[src/rtl/core/key_event_detector_macros.svh]
// Assertion macros for the key event detector RTL.
// Define NO_ASSERTIONS to compile every assertion away.
`ifndef KEY_EVENT_DETECTOR_MACROS_SVH
`define KEY_EVENT_DETECTOR_MACROS_SVH

`ifndef NO_ASSERTIONS

// Concurrent check that is switched off while reset is asserted.
`define KED_ASSERT(lbl, clk, rst_n, prop, msg) \
  lbl: assert property (@(posedge clk) disable iff (!rst_n) prop) else $error(msg);

// Concurrent check that also holds while reset is asserted.
`define KED_ASSERT_ALWAYS(lbl, clk, prop, msg) \
  lbl: assert property (@(posedge clk) prop) else $error(msg);

`else

`define KED_ASSERT(lbl, clk, rst_n, prop, msg)
`define KED_ASSERT_ALWAYS(lbl, clk, prop, msg)

`endif

`endif

[src/rtl/core/ked_pkg.sv]
package ked_pkg;

  // Field widths.
  localparam int KEY_W     = 8;
  localparam int CNT_W     = 8;
  localparam int ACT_W     = 6;
  localparam int EV_W      = 3;
  localparam int CFG_IDX_W = 3;
  localparam int CFG_W     = 8;

  // Key code reported by the scanner when nothing is pressed.
  localparam logic [KEY_W-1:0] NO_KEY_CODE   = 8'd255;
  // Activity counter reload value on any press.
  localparam logic [ACT_W-1:0] ACTIVE_RELOAD = 6'd35;
  // Saturation limit of the press, click and release gap counters.
  localparam logic [CNT_W-1:0] CNT_MAX       = 8'd255;

  // Configuration register reset values.
  localparam logic [CFG_W-1:0] DEBOUNCE_RST  = 8'd2;
  localparam logic [CFG_W-1:0] LONG_RST      = 8'd75;
  localparam logic [CFG_W-1:0] HOLD_RST      = 8'd90;
  localparam logic [CFG_W-1:0] CLICK_GAP_RST = 8'd20;

  // Configuration register indexes.
  localparam logic [CFG_IDX_W-1:0] CFG_DEBOUNCE  = 3'd0;
  localparam logic [CFG_IDX_W-1:0] CFG_LONG      = 3'd1;
  localparam logic [CFG_IDX_W-1:0] CFG_HOLD      = 3'd2;
  localparam logic [CFG_IDX_W-1:0] CFG_CLICK_GAP = 3'd3;

  typedef enum logic [EV_W-1:0] {
    EV_NONE  = 3'd0,
    EV_CLICK = 3'd1,
    EV_LONG  = 3'd2,
    EV_HOLD  = 3'd3,
    EV_UP    = 3'd4
  } ked_event_e;

  typedef struct packed {
    logic [CFG_W-1:0] debounce_samples;
    logic [CFG_W-1:0] long_press_samples;
    logic [CFG_W-1:0] hold_press_samples;
    logic [CFG_W-1:0] click_gap_samples;
  } ked_cfg_t;

  typedef struct packed {
    ked_event_e       event_code;
    logic [KEY_W-1:0] event_key;
    logic             key_active;
  } ked_result_t;

endpackage

[src/rtl/core/ked_if.sv]
// Scan sample channel.
interface ked_key_if
  import ked_pkg::*;
();
  logic             valid;
  logic             ready;
  logic [KEY_W-1:0] key_code;

  modport source (output valid, output key_code, input ready);
  modport sink (input valid, input key_code, output ready);
endinterface

// Key event channel.
interface ked_evt_if
  import ked_pkg::*;
();
  logic             valid;
  logic             ready;
  logic [EV_W-1:0]  event_code;
  logic [KEY_W-1:0] event_key;
  logic             key_active;

  modport source (output valid, output event_code, output event_key, output key_active,
                  input ready);
  modport sink (input valid, input event_code, input event_key, input key_active,
                output ready);
endinterface

// Configuration write channel.
interface ked_cfg_if
  import ked_pkg::*;
();
  logic                 valid;
  logic                 ready;
  logic [CFG_IDX_W-1:0] index;
  logic [CFG_W-1:0]     data;

  modport source (output valid, output index, output data, input ready);
  modport sink (input valid, input index, input data, output ready);
endinterface

[src/rtl/core/ked_cfg_regs.sv]
module ked_cfg_regs
  import ked_pkg::*;
(
  input  logic         clk_i,
  input  logic         rst_ni,
  ked_cfg_if.sink      cfg_in,
  output ked_cfg_t     cfg_o
);

  ked_cfg_t cfg_q;

  // Writes are always taken; an index beyond the register list is dropped.
  assign cfg_in.ready = 1'b1;

  always_ff @(posedge clk_i or negedge rst_ni) begin
    if (!rst_ni) begin
      cfg_q.debounce_samples   <= DEBOUNCE_RST;
      cfg_q.long_press_samples <= LONG_RST;
      cfg_q.hold_press_samples <= HOLD_RST;
      cfg_q.click_gap_samples  <= CLICK_GAP_RST;
    end else if (cfg_in.valid) begin
      unique case (cfg_in.index)
        CFG_DEBOUNCE:  cfg_q.debounce_samples   <= cfg_in.data;
        CFG_LONG:      cfg_q.long_press_samples <= cfg_in.data;
        CFG_HOLD:      cfg_q.hold_press_samples <= cfg_in.data;
        CFG_CLICK_GAP: cfg_q.click_gap_samples  <= cfg_in.data;
        default: ;
      endcase
    end
  end

  assign cfg_o = cfg_q;

endmodule

[src/rtl/core/ked_in_reg.sv]
module ked_in_reg
  import ked_pkg::*;
(
  input  logic             clk_i,
  input  logic             rst_ni,
  ked_key_if.sink          key_in,
  // The engine consumes the held sample this cycle.
  input  logic             step_i,
  output logic             valid_o,
  output logic [KEY_W-1:0] key_o
);

  logic             valid_q, valid_d;
  logic [KEY_W-1:0] key_q;
  logic             take;

  // A new request is taken when the register is empty or drains this cycle.
  assign key_in.ready = !valid_q || step_i;
  assign take         = key_in.valid && key_in.ready;

  always_comb begin
    valid_d = valid_q;
    if (take) begin
      valid_d = 1'b1;
    end else if (step_i) begin
      valid_d = 1'b0;
    end
  end

  always_ff @(posedge clk_i or negedge rst_ni) begin
    if (!rst_ni) begin
      valid_q <= 1'b0;
    end else begin
      valid_q <= valid_d;
    end
  end

  // Payload needs no reset.
  always_ff @(posedge clk_i) begin
    if (take) begin
      key_q <= key_in.key_code;
    end
  end

  assign valid_o = valid_q;
  assign key_o   = key_q;

endmodule

[src/rtl/core/ked_engine.sv]
module ked_engine
  import ked_pkg::*;
(
  input  logic             clk_i,
  input  logic             rst_ni,
  input  ked_cfg_t         cfg_i,
  input  logic             step_i,
  input  logic [KEY_W-1:0] key_i,
  output ked_result_t      result_o
);

  logic [KEY_W-1:0] db_value_q, db_value_d;
  logic [CNT_W-1:0] db_count_q, db_count_d;
  logic [KEY_W-1:0] prev_key_q, prev_key_d;
  logic [CNT_W-1:0] press_q, press_d;
  logic [CNT_W-1:0] click_q, click_d;
  logic [CNT_W-1:0] gap_q, gap_d;
  logic [KEY_W-1:0] pending_q, pending_d;
  logic [ACT_W-1:0] act_q, act_d;

  logic             idle;
  logic [CNT_W-1:0] press_inc;
  ked_event_e       code;
  logic [KEY_W-1:0] ekey;

  assign idle = (key_i == NO_KEY_CODE);

  // Press count after the saturating increment of a held key.
  assign press_inc = (press_q < CNT_MAX) ? press_q + 1'b1 : press_q;

  // Next state and event for the sample held in the input register.
  always_comb begin
    db_value_d = db_value_q;
    db_count_d = db_count_q;
    prev_key_d = prev_key_q;
    press_d    = press_q;
    click_d    = click_q;
    gap_d      = gap_q;
    pending_d  = pending_q;
    code       = EV_NONE;
    ekey       = NO_KEY_CODE;

    // Activity counter reloads on a press and runs down while idle.
    if (!idle) begin
      act_d = ACTIVE_RELOAD;
    end else if (act_q != '0) begin
      act_d = act_q - 1'b1;
    end else begin
      act_d = act_q;
    end

    if (key_i != db_value_q && cfg_i.debounce_samples != '0) begin
      // The sample differs from the debounced value: restart the filter.
      db_count_d = '0;
      db_value_d = key_i;
    end else if (db_count_q < cfg_i.debounce_samples) begin
      // Still settling.
      db_count_d = db_count_q + 1'b1;
    end else begin
      if (key_i != prev_key_q) begin
        if (idle) begin
          // Release edge.
          if (press_q >= cfg_i.long_press_samples) begin
            code = EV_UP;
            ekey = prev_key_q;
          end else begin
            gap_d = 8'd1;
          end
        end else begin
          // Press edge; repeated presses of the same key add to the click count.
          press_d = 8'd1;
          if (key_i != pending_q) begin
            click_d   = 8'd1;
            pending_d = key_i;
          end else if (click_q < CNT_MAX) begin
            click_d = click_q + 1'b1;
          end
        end
      end else if (idle) begin
        // Released and waiting for the click gap to run out.
        if (click_q != '0) begin
          if (gap_q > cfg_i.click_gap_samples) begin
            code = EV_CLICK;
            ekey = pending_q;
          end else if (gap_q < CNT_MAX) begin
            gap_d = gap_q + 1'b1;
          end
        end
      end else begin
        // Key held: long once, then hold repeatedly.
        press_d = press_inc;
        if (press_inc == cfg_i.long_press_samples) begin
          code = EV_LONG;
          ekey = key_i;
        end else if (press_inc == cfg_i.hold_press_samples) begin
          code    = EV_HOLD;
          ekey    = key_i;
          press_d = cfg_i.long_press_samples;
        end
      end

      if (code != EV_NONE) begin
        click_d   = '0;
        pending_d = NO_KEY_CODE;
      end
      prev_key_d = key_i;
    end
  end

  always_ff @(posedge clk_i or negedge rst_ni) begin
    if (!rst_ni) begin
      db_value_q <= NO_KEY_CODE;
      db_count_q <= '0;
      prev_key_q <= NO_KEY_CODE;
      press_q    <= '0;
      click_q    <= '0;
      gap_q      <= '0;
      pending_q  <= NO_KEY_CODE;
      act_q      <= '0;
    end else if (step_i) begin
      db_value_q <= db_value_d;
      db_count_q <= db_count_d;
      prev_key_q <= prev_key_d;
      press_q    <= press_d;
      click_q    <= click_d;
      gap_q      <= gap_d;
      pending_q  <= pending_d;
      act_q      <= act_d;
    end
  end

  assign result_o.event_code = code;
  assign result_o.event_key  = ekey;
  assign result_o.key_active = (act_d != '0);

endmodule

[src/rtl/core/key_event_detector.sv]
// Debounced keypad event detector. Each request on key_in is one scan sample
// (a key code, or the no-key code 255); each sample yields exactly one event
// on evt_out: none, click, long, hold or up, with the key it refers to and a
// flag that is high on a pressed sample and on the 34 samples after the last
// press. The block takes one sample per clock cycle when the output side keeps
// up. A sample is held in the input register, the whole counter update is
// combinational between the input and result registers, and its event is
// shown on evt_out from the result register. When evt_out stalls, one sample
// waits in each register and key_in is held off. The user is to write the
// configuration registers through cfg_in only while no sample is in flight;
// the block itself does not enforce this.
`include "key_event_detector_macros.svh"

module key_event_detector
  import ked_pkg::*;
(
  input  logic    clk_i,
  input  logic    rst_ni,
  ked_key_if.sink   key_in,
  ked_evt_if.source evt_out,
  ked_cfg_if.sink   cfg_in
);

  ked_cfg_t         cfg;
  logic             in_valid;
  logic [KEY_W-1:0] in_key;
  logic             step;
  ked_result_t      result;

  logic             out_valid_q, out_valid_d;
  ked_result_t      out_q;

  ked_cfg_regs u_cfg_regs (
    .clk_i  (clk_i),
    .rst_ni (rst_ni),
    .cfg_in (cfg_in),
    .cfg_o  (cfg)
  );

  ked_in_reg u_in_reg (
    .clk_i   (clk_i),
    .rst_ni  (rst_ni),
    .key_in  (key_in),
    .step_i  (step),
    .valid_o (in_valid),
    .key_o   (in_key)
  );

  ked_engine u_engine (
    .clk_i    (clk_i),
    .rst_ni   (rst_ni),
    .cfg_i    (cfg),
    .step_i   (step),
    .key_i    (in_key),
    .result_o (result)
  );

  // The held sample is processed when the result register is free or drains.
  assign step = in_valid && (!out_valid_q || evt_out.ready);

  always_comb begin
    out_valid_d = out_valid_q;
    if (step) begin
      out_valid_d = 1'b1;
    end else if (evt_out.ready) begin
      out_valid_d = 1'b0;
    end
  end

  always_ff @(posedge clk_i or negedge rst_ni) begin
    if (!rst_ni) begin
      out_valid_q <= 1'b0;
    end else begin
      out_valid_q <= out_valid_d;
    end
  end

  // Result register payload.
  always_ff @(posedge clk_i) begin
    if (step) begin
      out_q <= result;
    end
  end

  assign evt_out.valid      = out_valid_q;
  assign evt_out.event_code = out_q.event_code;
  assign evt_out.event_key  = out_q.event_key;
  assign evt_out.key_active = out_q.key_active;

  // A processed sample always lands in the result register.
  `KED_ASSERT(a_step_fills_out, clk_i, rst_ni, step |=> out_valid_q, "result lost after step")
  // A sample waiting on a stalled output keeps its key.
  `KED_ASSERT(a_in_held, clk_i, rst_ni, in_valid && !step |=> in_valid && $stable(in_key), "input sample dropped while stalled")
  // A pressed key always shows as active in its own result.
  `KED_ASSERT(a_press_active, clk_i, rst_ni, step && in_key != NO_KEY_CODE |=> out_q.key_active, "press not flagged as active")
  // An event names a real key, and no event names none.
  `KED_ASSERT(a_event_key, clk_i, rst_ni, out_valid_q |-> ((out_q.event_code == EV_NONE) == (out_q.event_key == NO_KEY_CODE)), "event key inconsistent with event code")

endmodule

[src/flat_wrapper.sv]
// flat-port wrapper written by rule: the top's interface ports become plain ports
module key_event_detector_flat import ked_pkg::*;
  (clk_i, rst_ni, key_in_valid, key_in_key_code, key_in_ready, evt_out_valid, evt_out_event_code, evt_out_event_key, evt_out_key_active, evt_out_ready, cfg_in_valid, cfg_in_index, cfg_in_data, cfg_in_ready);
  ked_key_if key_in_i ();
  ked_evt_if evt_out_i ();
  ked_cfg_if cfg_in_i ();
  input  logic clk_i;
  input  logic rst_ni;
  input wire logic [$bits(key_in_i.valid)-1:0] key_in_valid;
  input wire logic [$bits(key_in_i.key_code)-1:0] key_in_key_code;
  output wire logic [$bits(key_in_i.ready)-1:0] key_in_ready;
  output wire logic [$bits(evt_out_i.valid)-1:0] evt_out_valid;
  output wire logic [$bits(evt_out_i.event_code)-1:0] evt_out_event_code;
  output wire logic [$bits(evt_out_i.event_key)-1:0] evt_out_event_key;
  output wire logic [$bits(evt_out_i.key_active)-1:0] evt_out_key_active;
  input wire logic [$bits(evt_out_i.ready)-1:0] evt_out_ready;
  input wire logic [$bits(cfg_in_i.valid)-1:0] cfg_in_valid;
  input wire logic [$bits(cfg_in_i.index)-1:0] cfg_in_index;
  input wire logic [$bits(cfg_in_i.data)-1:0] cfg_in_data;
  output wire logic [$bits(cfg_in_i.ready)-1:0] cfg_in_ready;
  assign key_in_i.valid = key_in_valid;
  assign key_in_i.key_code = key_in_key_code;
  assign key_in_ready = key_in_i.ready;
  assign evt_out_valid = evt_out_i.valid;
  assign evt_out_event_code = evt_out_i.event_code;
  assign evt_out_event_key = evt_out_i.event_key;
  assign evt_out_key_active = evt_out_i.key_active;
  assign evt_out_i.ready = evt_out_ready;
  assign cfg_in_i.valid = cfg_in_valid;
  assign cfg_in_i.index = cfg_in_index;
  assign cfg_in_i.data = cfg_in_data;
  assign cfg_in_ready = cfg_in_i.ready;
  key_event_detector u_core (.clk_i(clk_i), .rst_ni(rst_ni), .key_in(key_in_i), .evt_out(evt_out_i), .cfg_in(cfg_in_i));
endmodule
[config.mk]
export PLATFORM = sky130hd
export DESIGN_NAME = key_event_detector_flat
export DESIGN_NICKNAME = d
export VERILOG_FILES = /design/src/rtl/core/ked_pkg.sv /design/src/rtl/core/ked_if.sv /design/src/rtl/core/ked_cfg_regs.sv /design/src/rtl/core/ked_in_reg.sv /design/src/rtl/core/ked_engine.sv /design/src/rtl/core/key_event_detector.sv /design/src/flat_wrapper.sv
export VERILOG_INCLUDE_DIRS = /design/src /design/src/rtl/core
export SDC_FILE = /design/constraint.sdc
export NUM_CORES = 1
export LEC_CHECK = 0
export ABC_AREA = 1
export BUFFER_PORTS_ARGS = -buffer_cell sky130_fd_sc_hd__clkbuf_2
export CAP_MARGIN = 0
export CORE_ASPECT_RATIO = 1.1
export CORE_UTILIZATION = 43
export CTS_BUF_LIST = sky130_fd_sc_hd__clkbuf_2
export DETAILED_ROUTE_END_ITERATION = 8
export HOLD_SLACK_MARGIN = 0.05
export SKIP_CTS_REPAIR_TIMING = 1
export SLEW_MARGIN = 20
export SYNTH_ARGS = -nofsm -noshare
export SYNTH_HDL_FRONTEND = slang
export SYNTH_SLANG_ARGS = --single-unit
[constraint.sdc]
create_clock -name clk_i -period 5.3 [get_ports clk_i]
set_clock_uncertainty 0.15 [all_clocks]
set_input_delay 1.325 -clock clk_i [delete_from_list [all_inputs] [get_ports clk_i]]
set_output_delay 1.325 -clock clk_i [all_outputs]
set_load 0.005 [all_outputs]
# Word level (Yosys, flattened, before mapping)
# Cells that the tools add are included.
[word_totals]
inputBits = 24
register_bits = 116
[op_classes]
add_sub_neg = 5
n_mux = 48
bitwise = 3
n_lt_le_gt_ge = 6
reduce_logical = 33
eq_ne = 12
[op_table]
columns = ["cell", "n"]
rows = [
  ["8-bit 2-to-1 mux", 32],
  ["8-bit by 1-bit adder with 8-bit output (second input constant)", 4],
  ["8-bit < comparator (second input constant)", 3],
  ["8-bit != test", 3],
  ["3-bit 2-to-1 mux", 6],
  ["8-bit equality test", 2],
  ["8-bit nonzero test", 2],
  ["2-bit nonzero test", 7],
  ["6-bit 2-to-1 mux", 2],
  ["2-bit AND reduction", 6],
  ["6-bit AND reduction", 2],
  ["6-bit nonzero test", 2],
  ["8-bit equality test (second input constant)", 1],
  ["8-bit greater-or-equal comparator", 1],
  ["8-bit > comparator", 1],
  ["8-bit < comparator", 1],
  ["8-bit AND reduction", 1],
  ["3-bit by 2-bit equality test with 1-bit output (second input constant)", 2],
  ["1-bit 2-to-1 mux", 6],
  ["3-bit nonzero test", 2],
  ["6-bit by 1-bit subtractor with 6-bit output (second input constant)", 1],
  ["2-bit 2-to-1 mux", 2],
  ["2-bit != test (second input constant)", 2],
  ["4-bit AND reduction", 1],
  ["other kinds (9)", 15],
]

# Logic depth before layout (Yosys ltp)
[logic_depth]
depth_word = 12
mapped_depth = 19
ltp_nobuf = 19

# Hierarchy
# A second synthesis with hierarchy kept.
[unflattened]
cells_unflattened = 875
area_unflattened_um2 = 6949.2
[by_module_without_submodules]
columns = ["mod", "area_each_um2", "n_inst", "cells_per_inst"]
rows = [
  ["ked_engine", 4889.7, 1, 695],
  ["ked_cfg_regs", 1365.1, 1, 148],
  ["key_event_detector", 409.1, 1, 18],
  ["ked_in_reg", 285.3, 1, 14],
]

# Worst setup path before layout
# OpenSTA, ideal clock, no wires.
[synth_path]
path_kind = "input port to output port"
startpoint = "in evt_out_ready"
endpoint = "out key_in_ready"
stages = 2
path_slack_ns = 2.351
n_path_buf = 0
t_arrival_ns = 1.474
path_cell_list = "inv_1 -> nand3_1"
[synth_via]
elab_chain_len = 3
[synth_rtl]
columns = ["item", "line", "text"]
rows = [
  ["start, declared", "flat_wrapper.sv:16", "input wire logic [$bits(evt_out_i.ready)-1:0] evt_out_ready;"],
  ["1-bit logical OR", "key_event_detector.sv:59", "assign step = in_valid && (!out_valid_q || evt_out.ready);"],
  ["1-bit logical AND", "key_event_detector.sv:59", ""],
  ["1-bit logical OR", "ked_in_reg.sv:18", "assign key_in.ready = !valid_q || step_i;"],
  ["end, declared", "flat_wrapper.sv:11", "output wire logic [$bits(key_in_i.ready)-1:0] key_in_ready;"],
]
# No other way between the ends.

# Worst setup path in the final report
[layout_path]
startpoint = "reg u_core.u_engine.press_q[0]"
endpoint = "reg u_core.u_engine.pending_q[7]"
[layout_via]
elab_chain_len = 12
elab_cells_between_ends = 20
cone_classes = "add/sub: 1; order compare: 2; eq/ne: 3; mux: 10; reduce/logical: 4"
[layout_rtl]
columns = ["item", "line", "text"]
rows = [
  ["start, declared", "ked_engine.sv:15", "logic [CNT_W-1:0] press_q, press_d;"],
  ["start signal, assigned", "ked_engine.sv:124", "press_q <= press_d;"],
  ["8-bit by 1-bit adder with 8-bit output or 8-bit < comparator (tied branches)", "ked_engine.sv:29", "assign press_inc = (press_q < CNT_MAX) ? press_q + 1'b1 : press_q;"],
  ["8-bit 2-to-1 mux", "ked_engine.sv:29", ""],
  ["8-bit equality test", "ked_engine.sv:95", "end else if (press_inc == cfg_i.hold_press_samples) begin"],
  ["2-bit 2-to-1 mux", "ked_engine.sv:95", ""],
  ["2-bit 2-to-1 mux", "ked_engine.sv:92", "if (press_inc == cfg_i.long_press_samples) begin"],
  ["3-bit 2-to-1 mux", "ked_engine.sv:79", "end else if (idle) begin"],
  ["3-bit 2-to-1 mux *", "ked_engine.sv:60", "if (key_i != prev_key_q) begin"],
  ["3-bit 2-to-1 mux *", "ked_engine.sv:56", "end else if (db_count_q < cfg_i.debounce_samples) begin"],
  ["3-bit 2-to-1 mux *", "ked_engine.sv:52", "if (key_i != db_value_q && cfg_i.debounce_samples != '0) begin"],
  ["3-bit nonzero test *", "ked_engine.sv:102", "if (code != EV_NONE) begin"],
  ["2-bit by 1-bit != test with 1-bit output (no line) or 2-bit nonzero test (tied branches)", "-", ""],
  ["6-bit AND reduction (no line)", "-", ""],
  ["end signal, assigned", "ked_engine.sv:127", "pending_q <= pending_d;"],
  ["end, declared", "ked_engine.sv:18", "logic [KEY_W-1:0] pending_q, pending_d;"],
]
# Mark *: on every way between the ends. The rest lies on a longest branch, timed or not. The select of a mux whose other input is x is not followed.
# A chain may end at the register's enable or synchronous reset.

==> impl_metrics.csv <==
group,metric,value,unit
run_status,status,"finished clean",
place,port_buffers,37,
clock_network,clk_path_buf_depth,2,
yosys,synth_most_common_cell,"nand2_1",
worst_hold_path,worstHoldEndpoint,"u_core.u_engine.pending_q[3]",
clock_network,cts_root_buffer,"clkbuf_2",
timing,setup_slack,1.93,ns
clock_network,cts_tree,"done",
critical_path,crit_top_cell,"nand2_1",
route,wl_per_cell,15.8,µm
pwr,p_per_area,379,nW/µm²
place,hpwlAfterDp,13500,µm
clock_network,path_clk_slew,0.19,ns
die,rows,48,
yosys,synth-main-ff-cell,"dfrtp_1",
critical_path,r2r_end,"u_core.u_engine.pending_q[7]",
run,max-cap-violations,0,
route,via_per_inst,5.19,
yosys,synthCells,882,
yosys,yosysUniqueCellTypes,45,
timing,slew-limit-headroom,35.2,%
clock_network,numCtsBuffers,17,
yosys,yosysSeqAreaShare,43.6,%
timing,hold_violations,0,
route,num_vias,5890,
yosys,yosysWarnings,0,
die,fp.dieW,124,µm
global_routing,grt_max_degree,72,
die,die_y,136,µm
critical_path,crit_type,"reg2reg",
timing,setup_violations,0,
critical_path,r2r_cells,16,
critical_path,cp.arrival,3.86,ns
global_routing,antenna_found_initial,1,
yosys,syn_nets,936,
global_routing,grtUsageTotal,23.2,%
pwr,peakVddDrop,0.189,mV
clock_network,cts_sinks,116,
pwr,p_leak,3.58,nW
die,dieArea,16800,µm²
yosys,ys_ff_latch,116,
worst_hold_path,hold_start,"u_core.u_engine.pending_q[3]",
worst_hold_path,hold_path_class,"reg2reg",
yosys,ys_top_cells_by_area,"dfrtp_1, dfstp_2, nand2_1",
yosys,syn_avg_cell_area,7.92,µm²
critical_path,slowest_delay,0.54,ns
die,ioPinCount,39,
yosys,synth_edf_count,20,
global_routing,first_global_vias,5562,
global_routing,gr-total-overflow,0,
die,initial_core_util,44.2,%
critical_path,endpoint_kind,"flop",
timing,slew_violations,0,
yosys,netlist_area,6990,µm²
finish,fillers,1599,
global_routing,grt_pass1_wl,29000,µm
critical_path,worst-path-max-fanout,16,
route,drtIter0Drc,383,
timing,min_period,3.37,ns
place,gp_congestion,0.879,
yosys,synth-async-reset-ratio,82.8,%
clock_network,worstSkewPairLatency,0.69,ns
clock_network,h-tree-depth,4,
yosys,synth_common_cells,"nand2_1, inv_1, nand3_1",
yosys,synth_top_area_share,21.8,%
die,coreArea,15800,µm²
finish,syn_to_final_growth,8.49,%
worst_hold_path,holdPathStages,2,
route,first_pass_iters,5,
timing,setup_tns,0,ns
route,route.detailed.drc,0,
critical_path,critPathLaunchType,"flop",
timing,clock.fmax,0.297,GHz
timing,fin_crit_sh,63.6,%
timing,max_slew.worst_pin.slew,0.972,ns
route,routed_wl,17900,µm
critical_path,cpMaxStageDelayCell,"dfrtp_1",
place,preCtsSetupSlack,1.82,ns
route,drtAntennaViolNets,0,
finish,nets,974,
critical_path,reg2reg_from,"u_core.u_engine.press_q[0]",
finish,drive_above_1_share,14.1,%
critical_path,reg2reg_slack,1.93,ns
critical_path,path_cells,"ha_1 -> nand2_2 -> nor2_8 -> nand2_4 -> nand2_1 -> nand2_1 -> nand2_1 -> nand3_1 -> nor2_1 -> nand2_1 -> nand2_4 -> nand3_4 -> nand4_4 -> nand3_2 -> nand2_1 -> nand2_1",
yosys,synth_top_cell_by_area,"dfrtp_1",
timing,rsz0062_at_grt,"no",
critical_path,crit_required,5.79,ns
-- per-stage QoR --
stage | area (µm²) | util (%) | total power [W] | hold slack [ns] | instances
2_1_floorplan | 6990 | - | 0.00198 | 0.301 | 882
3_3_place_gp | 7330 | 46.4 | 0.00226 | 0.318 | 1101
3_5_place_dp | 7330 | 46.4 | 0.00227 | 0.323 | 1101
4_1_cts | 7580 | 48.0 | 0.00290 | 0.346 | 1133
5_1_grt | 7580 | 48.0 | 0.00310 | 0.369 | 1134
6_report | 7580 | 48.0 | 0.00287 | 0.344 | 1134
-- flip-flops by register name (all words and copies together) (netlist names) --
name	count
u_core.evt_out.event_code	3
u_core.u_engine.press_q	8
u_core.evt_out.valid	1
u_core.u_engine.click_q	8
u_core.u_in_reg.valid_o	1
u_core.u_engine.db_value_q	8
u_core.u_engine.pending_q	8
u_core.u_cfg_regs.cfg_o	32
u_core.u_engine.gap_q	8
u_core.u_engine.prev_key_q	8
u_core.evt_out.event_key	8
u_core.u_in_reg.key_o	8
u_core.u_engine.db_count_q	8
u_core.u_engine.act_q	6
u_core.evt_out.key_active	1
-- worst max-delay path, delay by kind of cell, from the launching register on --
family / cells / cell delay [ns]
fa+ha+maj: 1 / 0.29
flops: 1 / 0.54
simple gates: 15 / 2.31
-- worst max path at each step --
| stage | startpoint | end | slack [ns] | depth (start not counted) |
|---|---|---|---|---|
| 2_1_floorplan | evt_out_ready | key_in_ready | 2.35 | 2 |
| 3_3_place_gp | evt_out_ready | u_core.u_engine.press_q[0] | 1.78 | 10 |
| 3_5_place_dp | evt_out_ready | u_core.u_engine.press_q[0] | 1.82 | 10 |
| 4_1_cts | u_core.u_in_reg.key_o[6] | u_core.u_engine.press_q[0] | 1.95 | 13 |
| 5_1_grt | u_core.u_engine.press_q[0] | u_core.u_engine.pending_q[2] | 1.57 | 16 |
| 6_report | u_core.u_engine.press_q[0] | u_core.u_engine.pending_q[7] | 1.93 | 16 |
-- cell type report --
cell class	instances	area, µm²	share of cell area (%)
antenna	1	2.50	0.0330
clock buffer	17	85.1	1.12
clock inverter	15	163	2.15
inverter	119	447	5.89
multi-input combinational	626	3380	44.5
sequential	116	3050	40.2
tap	200	250	3.30
timing repair buffer	40	210	2.77
-- cell families after synthesis --
logic type | Yosys count | synth area share (%)
XOR/XNOR | 27 | 3.38
flip-flops | 116 | 43.6
adder cells (fa/ha/maj) | 30 | 5.37
AND/OR/NAND/NOR | 440 | 29.3
other | 1 | 0.0537
AO/OA/AOI/OAI | 128 | 10.2
buffers and inverters | 140 | 8.08
-- where the power goes --
part           leakage (nW)  switching (W)  internal, W
clock                 0.137       0.000363     0.000257
combinational          2.12       0.000574     0.000327
sequential             1.32       0.000194      0.00116
total                  3.58        0.00113      0.00174
-- cell usage in the layout (no fill, tap or decap), types with 10 or more instances in the layout --
cell type	Yosys	routed
nand4_1	29	29
o31ai_1	10	10
ha_1	30	30
nor2_1	55	55
nand2_1	233	233
dfstp_2	35	35
dfrtp_1	61	61
inv_1	116	116
clkbuf_2	0	53
a21oi_1	23	23
edfxtp_1	20	20
nand3_1	83	83
xor2_1	19	19
o21ai_0	74	74
-- routing by layer --
metal	wire (µm)	part of all wire, %	up-vias	track usage, %
li1	-	-	2995	-
met1	8000	45	2727	29.5
met2	8760	49	134	38.6
met3	560	3.1	34	4.55
met4	573	3.2	0	9.24
met5	0	0	-	0
(Power assumes the default switching activity.)
